### src/rtl/core/psdq_pkg.sv
// Package for the phase second-difference quality block.
// Holds widths, register indexes, command and status structs.
// No dependencies.
package psdq_pkg;

    localparam int SAMPLE_W     = 24;
    localparam int DIFF_W       = 26;
    localparam int SUM_W        = 52;
    localparam int Q_W          = 26;
    localparam int PLANE_W      = 16;
    localparam int GEOM_W       = 7;
    localparam int CFG_IDX_W    = 2;
    localparam int CFG_DATA_W   = 16;
    localparam int DEF_MAX_COLS = 64;
    localparam int DEF_MAX_ROWS = 64;

    localparam logic [CFG_IDX_W-1:0] CFG_COLS   = 2'd0;
    localparam logic [CFG_IDX_W-1:0] CFG_ROWS   = 2'd1;
    localparam logic [CFG_IDX_W-1:0] CFG_PLANES = 2'd2;

    localparam logic [GEOM_W-1:0]  COLS_RESET   = 7'd64;
    localparam logic [GEOM_W-1:0]  ROWS_RESET   = 7'd64;
    localparam logic [PLANE_W-1:0] PLANES_RESET = 16'd64;

    typedef enum logic [2:0] {
        A_C  = 3'd0,
        A_XP = 3'd1,
        A_XM = 3'd2,
        A_YP = 3'd3,
        A_YM = 3'd4
    } t_addr;

    typedef struct packed {
        logic  accept;
        t_addr addr;
        logic  lat_c;
        logic  lat_a;
        logic  dx;
        logic  dy;
        logic  dz;
        logic  sq;
        logic  sum_init;
        logic  acc;
        logic  min_wr;
        logic  mem_wr;
        logic  root_start;
        logic  root_sel;
        logic  lat_q;
        logic  lat_mq;
        logic  load_out;
    } t_cmd;

    typedef struct packed {
        logic use_v;
        logic last_v;
        logic root_done;
        logic out_free;
    } t_sts;

endpackage

### src/rtl/core/psdq_ctrl.sv
// Controller: sequences store reads, arithmetic, roots and output hand-off.
// Depends on psdq_pkg.
module psdq_ctrl import psdq_pkg::*; (
    input  logic i_clk,
    input  logic i_rst_n,
    input  logic i_valid,
    output logic o_ready,
    input  t_sts i_sts,
    output t_cmd o_cmd
);
    typedef enum logic [14:0] {
        S_IDLE = 15'b000000000000001,
        S_RC   = 15'b000000000000010,
        S_RXP  = 15'b000000000000100,
        S_WRN  = 15'b000000000001000,
        S_RXM  = 15'b000000000010000,
        S_RYP  = 15'b000000000100000,
        S_RYM  = 15'b000000001000000,
        S_DY   = 15'b000000010000000,
        S_SQZ  = 15'b000000100000000,
        S_ACC1 = 15'b000001000000000,
        S_ACC2 = 15'b000010000000000,
        S_MIN  = 15'b000100000000000,
        S_RT1  = 15'b001000000000000,
        S_RT2  = 15'b010000000000000,
        S_OUT  = 15'b100000000000000
    } t_state;

    t_state r_state, n_state;

    always_comb begin
        n_state = r_state;
        o_cmd   = '0;
        o_cmd.addr = A_C;
        o_ready = 1'b0;
        case (r_state)
            S_IDLE: begin
                o_ready = 1'b1;
                if (i_valid) begin
                    o_cmd.accept = 1'b1;
                    n_state = S_RC;
                end
            end
            S_RC: n_state = S_RXP;
            S_RXP: begin
                o_cmd.lat_c = 1'b1;
                o_cmd.addr  = A_XP;
                n_state = i_sts.use_v ? S_RXM : S_WRN;
            end
            S_WRN: begin
                o_cmd.mem_wr = 1'b1;
                n_state = S_IDLE;
            end
            S_RXM: begin
                o_cmd.lat_a = 1'b1;
                o_cmd.addr  = A_XM;
                n_state = S_RYP;
            end
            S_RYP: begin
                o_cmd.dx   = 1'b1;
                o_cmd.addr = A_YP;
                n_state = S_RYM;
            end
            S_RYM: begin
                o_cmd.sq    = 1'b1;
                o_cmd.lat_a = 1'b1;
                o_cmd.addr  = A_YM;
                n_state = S_DY;
            end
            S_DY: begin
                o_cmd.sum_init = 1'b1;
                o_cmd.dy       = 1'b1;
                n_state = S_SQZ;
            end
            S_SQZ: begin
                o_cmd.sq = 1'b1;
                o_cmd.dz = 1'b1;
                n_state = S_ACC1;
            end
            S_ACC1: begin
                o_cmd.acc = 1'b1;
                o_cmd.sq  = 1'b1;
                n_state = S_ACC2;
            end
            S_ACC2: begin
                o_cmd.acc = 1'b1;
                n_state = S_MIN;
            end
            S_MIN: begin
                o_cmd.min_wr     = 1'b1;
                o_cmd.mem_wr     = 1'b1;
                o_cmd.root_start = 1'b1;
                n_state = S_RT1;
            end
            S_RT1: begin
                if (i_sts.root_done) begin
                    o_cmd.lat_q = 1'b1;
                    if (i_sts.last_v) begin
                        o_cmd.root_start = 1'b1;
                        o_cmd.root_sel   = 1'b1;
                        n_state = S_RT2;
                    end else begin
                        n_state = S_OUT;
                    end
                end
            end
            S_RT2: begin
                if (i_sts.root_done) begin
                    o_cmd.lat_mq = 1'b1;
                    n_state = S_OUT;
                end
            end
            S_OUT: begin
                if (i_sts.out_free) begin
                    o_cmd.load_out = 1'b1;
                    n_state = S_IDLE;
                end
            end
            default: n_state = S_IDLE;
        endcase
    end

    always_ff @(posedge i_clk) begin
        if (!i_rst_n) begin
            r_state <= S_IDLE;
        end else begin
            r_state <= n_state;
        end
    end
endmodule

### config.mk
export PLATFORM = sky130hd
export DESIGN_NAME = psdq_ctrl
export DESIGN_NICKNAME = d
export VERILOG_FILES = /design/src/rtl/core/psdq_pkg.sv /design/src/rtl/core/psdq_ctrl.sv
export SDC_FILE = /design/constraint.sdc
export NUM_CORES = 1
export LEC_CHECK = 0
export ABC_CLOCK_PERIOD_IN_PS = 6400
export BUFFER_PORTS_ARGS = -buffer_cell sky130_fd_sc_hd__buf_4
export CORE_ASPECT_RATIO = 0.75
export CORE_UTILIZATION = 55
export CTS_CLUSTER_SIZE = 28
export DETAILED_ROUTE_END_ITERATION = 16
export PLACE_DENSITY = 0.91
export SLEW_MARGIN = 20
export SYNTH_ARGS = -nofsm -noshare
export SYNTH_HDL_FRONTEND = slang
export SYNTH_SLANG_ARGS = --single-unit
### constraint.sdc
create_clock -name i_clk -period 6.4 [get_ports i_clk]
set_clock_uncertainty 0.05 [all_clocks]
set_input_delay 0.32 -clock i_clk [delete_from_list [all_inputs] [get_ports i_clk]]
set_output_delay 0.32 -clock i_clk [all_outputs]
set_load 0.02 [all_outputs]
Word-level counts from Yosys, hierarchy flattened --
Index checks and enable logic that the tools add are counted.
Operators by class: equal/unequal tests 19, mux-type cells 28, reductions and logical operators 5
Operator list (count):
- 15-bit one-hot mux with 14 select lines | 1
- 15-bit 2-to-1 mux | 5
- 1-bit 2-to-1 mux | 16
- 15-bit by 1-bit equality test with 1-bit output (second input constant) | 1
- 15-bit by 10-bit equality test with 1-bit output (second input constant) | 1
- 15-bit by 11-bit equality test with 1-bit output (second input constant) | 1
- 15-bit by 12-bit equality test with 1-bit output (second input constant) | 1
- 15-bit by 13-bit equality test with 1-bit output (second input constant) | 1
- 15-bit by 14-bit equality test with 1-bit output (second input constant) | 1
- 15-bit equality test (second input constant) | 1
- 15-bit by 2-bit equality test with 1-bit output (second input constant) | 1
- 15-bit by 3-bit equality test with 1-bit output (second input constant) | 1
- 15-bit by 4-bit equality test with 1-bit output (second input constant) | 1
- 15-bit by 5-bit equality test with 1-bit output (second input constant) | 1
- 15-bit by 6-bit equality test with 1-bit output (second input constant) | 1
- 15-bit by 7-bit equality test with 1-bit output (second input constant) | 1
- 15-bit by 8-bit equality test with 1-bit output (second input constant) | 1
- 15-bit by 9-bit equality test with 1-bit output (second input constant) | 1
- 3-bit one-hot mux with 4 select lines | 1
- 2-bit != test (second input constant) | 4
- 2-bit OR reduction | 3
- 5-bit 2-to-1 mux | 1
- 2-bit 2-to-1 mux | 2
- 4-bit AND reduction | 1
- 3 further kinds | 3
Word-level totals: bits in registers 15, output and inout port bits 20

Longest topological paths before layout --
depth after elaboration 3, depth in mapped cells 6, gate-level depth less buffers 5

Worst setup path before layout --
No wires, ideal clock.
path kind flip-flop to output port, start register r_state[10], end output o_cmd[11] (netlist bit), arrival time 2.292 ns, data required time 6.030 ns, path slack 3.738 ns, cell stages (with the launch flop) 6, path through dfxtp_1 clkbuf_1 or4_4 or4_1 nor3_1 buf_4
RTL lines:
- start: declaration | line psdq_ctrl.sv:29 | t_state r_state, n_state;
- start signal: assignment | line psdq_ctrl.sv:127 | r_state <= n_state;
- end: declaration | line psdq_ctrl.sv:9 | output t_cmd o_cmd

==> run_summary.xml <==
<?xml version="1.0" encoding="UTF-8"?>
<metrics>
  <group name="routing">
    <metric name="route.detailed.wl_per_inst" unit="um">15.8</metric>
    <metric name="detailedRoute.firstIterationViolations" unit="">40</metric>
    <metric name="final_antenna_net_count" unit="">0</metric>
    <metric name="detail_route.drc_violations" unit="">0</metric>
    <metric name="first_pass_iters" unit="">4</metric>
    <metric name="vias_per_cell" unit="">6.34</metric>
    <metric name="totalWireLength" unit="um">2690</metric>
    <metric name="num_vias" unit="">1078</metric>
  </group>
  <group name="finish">
    <metric name="nFillCells" unit="">139</metric>
    <metric name="top_register" unit="">r_state</metric>
    <metric name="area_delta_synth_final" unit="%">18.4</metric>
    <metric name="post_route_cells_drive_above_1_share" unit="">0.264</metric>
    <metric name="final_nets" unit="">156</metric>
    <metric name="largestRegisters" unit="">r_state x15</metric>
    <metric name="stdcell_count" unit="">170</metric>
    <metric name="largest_reg_flops" unit="">15</metric>
    <metric name="finish.instance_area" unit="um^2">1240</metric>
    <metric name="antennaDiodeCount" unit="">0</metric>
  </group>
  <group name="floorplan">
    <metric name="die_h" unit="um">39.7</metric>
    <metric name="boundaryPins" unit="">27</metric>
    <metric name="initial_core_util" unit="">0.595</metric>
    <metric name="design.die.area" unit="um^2">2080</metric>
    <metric name="die-width" unit="um">52.3</metric>
    <metric name="row_cnt" unit="">13</metric>
    <metric name="core_area" unit="um^2">1760</metric>
  </group>
  <group name="timing">
    <metric name="period_minus_slack" unit="ns">2.87</metric>
    <metric name="fin_worst_hold_slack" unit="ns">0.120</metric>
    <metric name="setup-tns-final" unit="ns">0</metric>
    <metric name="grt_setup_unrepaired" unit="">no</metric>
    <metric name="slew_headroom" unit="">0.531</metric>
    <metric name="report.final.slew_viol_count" unit="">0</metric>
    <metric name="number_of_hold_violations_in_the_final_report" unit="">0</metric>
    <metric name="worstMarginPinSlew" unit="ns">0.697</metric>
    <metric name="setup_viol_count_final" unit="">0</metric>
    <metric name="finalWorstSetupSlack" unit="ns">3.53</metric>
    <metric name="maxClockFrequency" unit="MHz">348</metric>
    <metric name="portion_of_the_clock_cycle_consumed_by_the_worst_path_in_the_final_layout" unit="">0.449</metric>
  </group>
  <group name="synthesis">
    <metric name="synth_top_area_cell" unit="">sky130_fd_sc_hd__dfxtp_1</metric>
    <metric name="syn-num-nets" unit="">136</metric>
    <metric name="post_synth_cell_types" unit="">40</metric>
    <metric name="syn_inst" unit="">129</metric>
    <metric name="synth_area_per_cell" unit="um^2">8.10</metric>
    <metric name="synth-main-ff-cell" unit="">sky130_fd_sc_hd__dfxtp_1</metric>
    <metric name="yosysWarningCount" unit="">0</metric>
    <metric name="synth_edf_count" unit="">0</metric>
    <metric name="netlist.area_leader.share" unit="">0.287</metric>
    <metric name="syn_area" unit="um^2">1040</metric>
    <metric name="ys_ff_latch" unit="">15</metric>
    <metric name="cell_types_occupying_the_most_area_after_synthesis" unit="">sky130_fd_sc_hd__dfxtp_1 (29%), sky130_fd_sc_hd__nor4b_1 (6.7%), sky130_fd_sc_hd__nor4_1 (4.8%)</metric>
    <metric name="yosysSeqAreaShare" unit="">0.287</metric>
    <metric name="synth_async_sr_flop_share" unit="">0</metric>
  </group>
  <group name="worst_setup_path">
    <metric name="critical_path.reg2reg.endpoint" unit="">r_state[10]</metric>
    <metric name="worst_path_largest_cell_delay" unit="ns">0.62</metric>
    <metric name="worstSetupPathType" unit="">flop to output port</metric>
    <metric name="r2r.worst_path.cells" unit="">5</metric>
    <metric name="reg2reg_setup_slack" unit="ns">4.05</metric>
    <metric name="critical_path.cell_chain" unit="">or4_4 &gt; or3_1 &gt; nor4_2 &gt; or2_1 &gt; buf_4</metric>
    <metric name="crit-reg2reg-launch" unit="">r_state[4]</metric>
    <metric name="endpoint_kind" unit="">output port</metric>
    <metric name="worstPathRequired" unit="ns">6.03</metric>
    <metric name="setup.worst_path.start_class" unit="">flop</metric>
    <metric name="timing.critical_path.arrival" unit="ns">2.50</metric>
    <metric name="slowest_stage" unit="">sky130_fd_sc_hd__or4_4</metric>
    <metric name="crit_path_max_fo" unit="">9</metric>
  </group>
  <group name="power_and_ir_drop">
    <metric name="switching_power" unit="mW">0.0919</metric>
    <metric name="power_frac_seq" unit="">0.423</metric>
    <metric name="comb_power_share" unit="">0.353</metric>
    <metric name="vdd_drop_max" unit="V">0.000171</metric>
    <metric name="p_per_area" unit="nW/um^2">204</metric>
    <metric name="cellInternalPower" unit="mW">0.160</metric>
    <metric name="leakagePower" unit="nW">0.545</metric>
    <metric name="clkPwrFrac" unit="">0.224</metric>
    <metric name="power.switching_fraction" unit="">0.364</metric>
  </group>
  <group name="place">
    <metric name="io_buffers" unit="">26</metric>
    <metric name="rd_place_congestion" unit="">0.851</metric>
    <metric name="place_ws" unit="ns">3.88</metric>
    <metric name="placed_cells_incl_taps" unit="">166</metric>
    <metric name="post-dp-hpwl" unit="um">1960</metric>
    <metric name="detailed_place.area" unit="um^2">1210</metric>
  </group>
  <group name="grt">
    <metric name="vias_in_the_first_global_route" unit="">864</metric>
    <metric name="grt_pass1_wl" unit="um">4060</metric>
    <metric name="grt-ovfl-total" unit="">0</metric>
    <metric name="grt_antenna_before_repair" unit="">0</metric>
    <metric name="pin_count_of_the_biggest_net_entering_global_routing" unit="">14</metric>
    <metric name="total_grt_usage" unit="">0.279</metric>
  </group>
  <group name="flow_run">
    <metric name="timing.max_cap.violations" unit="">0</metric>
  </group>
  <group name="clock_network">
    <metric name="tritoncts" unit="">yes</metric>
    <metric name="cts.sink_count" unit="">15</metric>
    <metric name="numCtsBuffers" unit="">3</metric>
    <metric name="clk_path_buf_depth" unit="">2</metric>
    <metric name="worst_skew_pair.late_latency" unit="ns">0.29</metric>
    <metric name="cts-resized-gates" unit="">0</metric>
    <metric name="clkSlewWorstSetupHoldPaths" unit="ns">0.09</metric>
    <metric name="cts_post_setup_buffers_inserted" unit="">0</metric>
    <metric name="cts_htree_levels" unit="">1</metric>
    <metric name="cts-root-buf" unit="">sky130_fd_sc_hd__clkbuf_4</metric>
    <metric name="postCtsHoldBufs" unit="">0</metric>
  </group>
  <group name="worst_hold_path">
    <metric name="hold_path_end" unit="">r_state[3]</metric>
    <metric name="timing.hold.worst_path_depth" unit="">2</metric>
    <metric name="holdCritPathClass" unit="">primary input to flop</metric>
    <metric name="hold_path_origin" unit="">i_sts[3]</metric>
  </group>
  <group name="outcome">
    <metric name="run_status" unit="">finished, final reports clean</metric>
  </group>
</metrics>
layer usage:
layer / track usage / vias up / wire length [um]
li1: - / 526 / -
met1: 0.410 / 492 / 1190
met2: 0.399 / 55 / 1230
met3: 0.0814 / 5 / 251
met4: 0.0395 / 0 / 13
met5: 0 / - / 0
Yosys cell counts (2+ instances only):
cell / n
sky130_fd_sc_hd__a21oi_1: 6
sky130_fd_sc_hd__and2_1: 3
sky130_fd_sc_hd__and3_1: 4
sky130_fd_sc_hd__and4_1: 3
sky130_fd_sc_hd__buf_2: 4
sky130_fd_sc_hd__clkbuf_1: 5
sky130_fd_sc_hd__dfxtp_1: 15
sky130_fd_sc_hd__inv_1: 5
sky130_fd_sc_hd__nand2_1: 4
sky130_fd_sc_hd__nand3_1: 4
sky130_fd_sc_hd__nor2_1: 12
sky130_fd_sc_hd__nor2b_1: 3
sky130_fd_sc_hd__nor3_1: 7
sky130_fd_sc_hd__nor3b_1: 3
sky130_fd_sc_hd__nor4_1: 8
sky130_fd_sc_hd__nor4_2: 2
sky130_fd_sc_hd__nor4b_1: 8
sky130_fd_sc_hd__o21ai_0: 2
sky130_fd_sc_hd__or3_1: 3
sky130_fd_sc_hd__or4_4: 3
sky130_fd_sc_hd__xnor2_1: 5
sky130_fd_sc_hd__xor2_1: 2
how the worst max path moves through the flow:
stage                      from  slack (ns)        end  depth (start not counted)
floorplan           r_state[10]        3.74  o_cmd[11]                          5
global placement     r_state[4]        3.96   o_cmd[4]                          5
detailed placement   r_state[4]        3.88   o_cmd[4]                          5
CTS                  r_state[4]        3.54   o_cmd[4]                          5
global route        r_state[13]        3.37  o_cmd[11]                          5
finish               r_state[4]        3.53   o_cmd[4]                          5
cells by family (layout without fill, tap and decap cells):
| family | after synthesis | in the layout | share of synthesized area |
|---|---|---|---|
| compound gates | 16 | 16 | 0.114 |
| xor+xnor | 7 | 7 | 0.0587 |
| buf+inv | 16 | 35 | 0.0731 |
| flops | 15 | 15 | 0.287 |
| simple gates | 75 | 75 | 0.467 |
cells in the final DEF (no fill, tap or decap), types with 2 or more instances in the layout:
cell type,Yosys,final
sky130_fd_sc_hd__xor2_1,2,2
sky130_fd_sc_hd__nor4b_1,8,8
sky130_fd_sc_hd__dfxtp_1,15,15
sky130_fd_sc_hd__and4_1,3,3
sky130_fd_sc_hd__nor2b_1,3,3
sky130_fd_sc_hd__or4_4,3,3
sky130_fd_sc_hd__nor3b_1,3,3
sky130_fd_sc_hd__nor4_2,2,2
sky130_fd_sc_hd__o21ai_0,2,2
sky130_fd_sc_hd__or3_1,3,3
sky130_fd_sc_hd__a21oi_1,6,6
sky130_fd_sc_hd__nand2_1,4,4
sky130_fd_sc_hd__nor3_1,7,7
sky130_fd_sc_hd__clkbuf_4,0,3
sky130_fd_sc_hd__nand3_1,4,4
sky130_fd_sc_hd__inv_1,5,5
sky130_fd_sc_hd__xnor2_1,5,5
sky130_fd_sc_hd__nor4_1,8,8
sky130_fd_sc_hd__and3_1,4,4
sky130_fd_sc_hd__buf_4,1,26
sky130_fd_sc_hd__and2_1,3,3
sky130_fd_sc_hd__nor2_1,12,12
layout make-up:
class	instances	area, um^2	share of cell area
clock buffer	3	22.5	0.0182
clock inverter	1	5.00	0.00404
inverter	5	18.8	0.0152
multi-input combinational	98	668	0.540
sequential	15	300	0.243
tap	22	27.5	0.0222
timing repair buffer	26	195	0.158
per-stage QoR:
step,total power [mW],util
2_1_floorplan,0.170,-
3_3_place_gp,0.193,0.689
3_5_place_dp,0.196,0.689
4_1_cts,0.252,0.704
5_1_grt,0.267,0.704
6_report,0.252,0.704
power groups by stage:
stage / clock network [mW] / registers (mW) / logic (mW)
4_1_cts: 0.0575 / 0.107 / 0.0880
2_1_floorplan: 0 / 0.107 / 0.0627
6_report: 0.0565 / 0.107 / 0.0892
3_5_place_dp: 0 / 0.108 / 0.0876
5_1_grt: 0.0622 / 0.107 / 0.0973
3_3_place_gp: 0 / 0.108 / 0.0852
worst max-delay path, delay by kind of cell (launching register included):
kind                   cells  cell delay (ns)
buffers and inverters      1             0.13
and+or+nand+nor            4             1.65
DFF                        1             0.42
(Power assumes the default switching activity.)
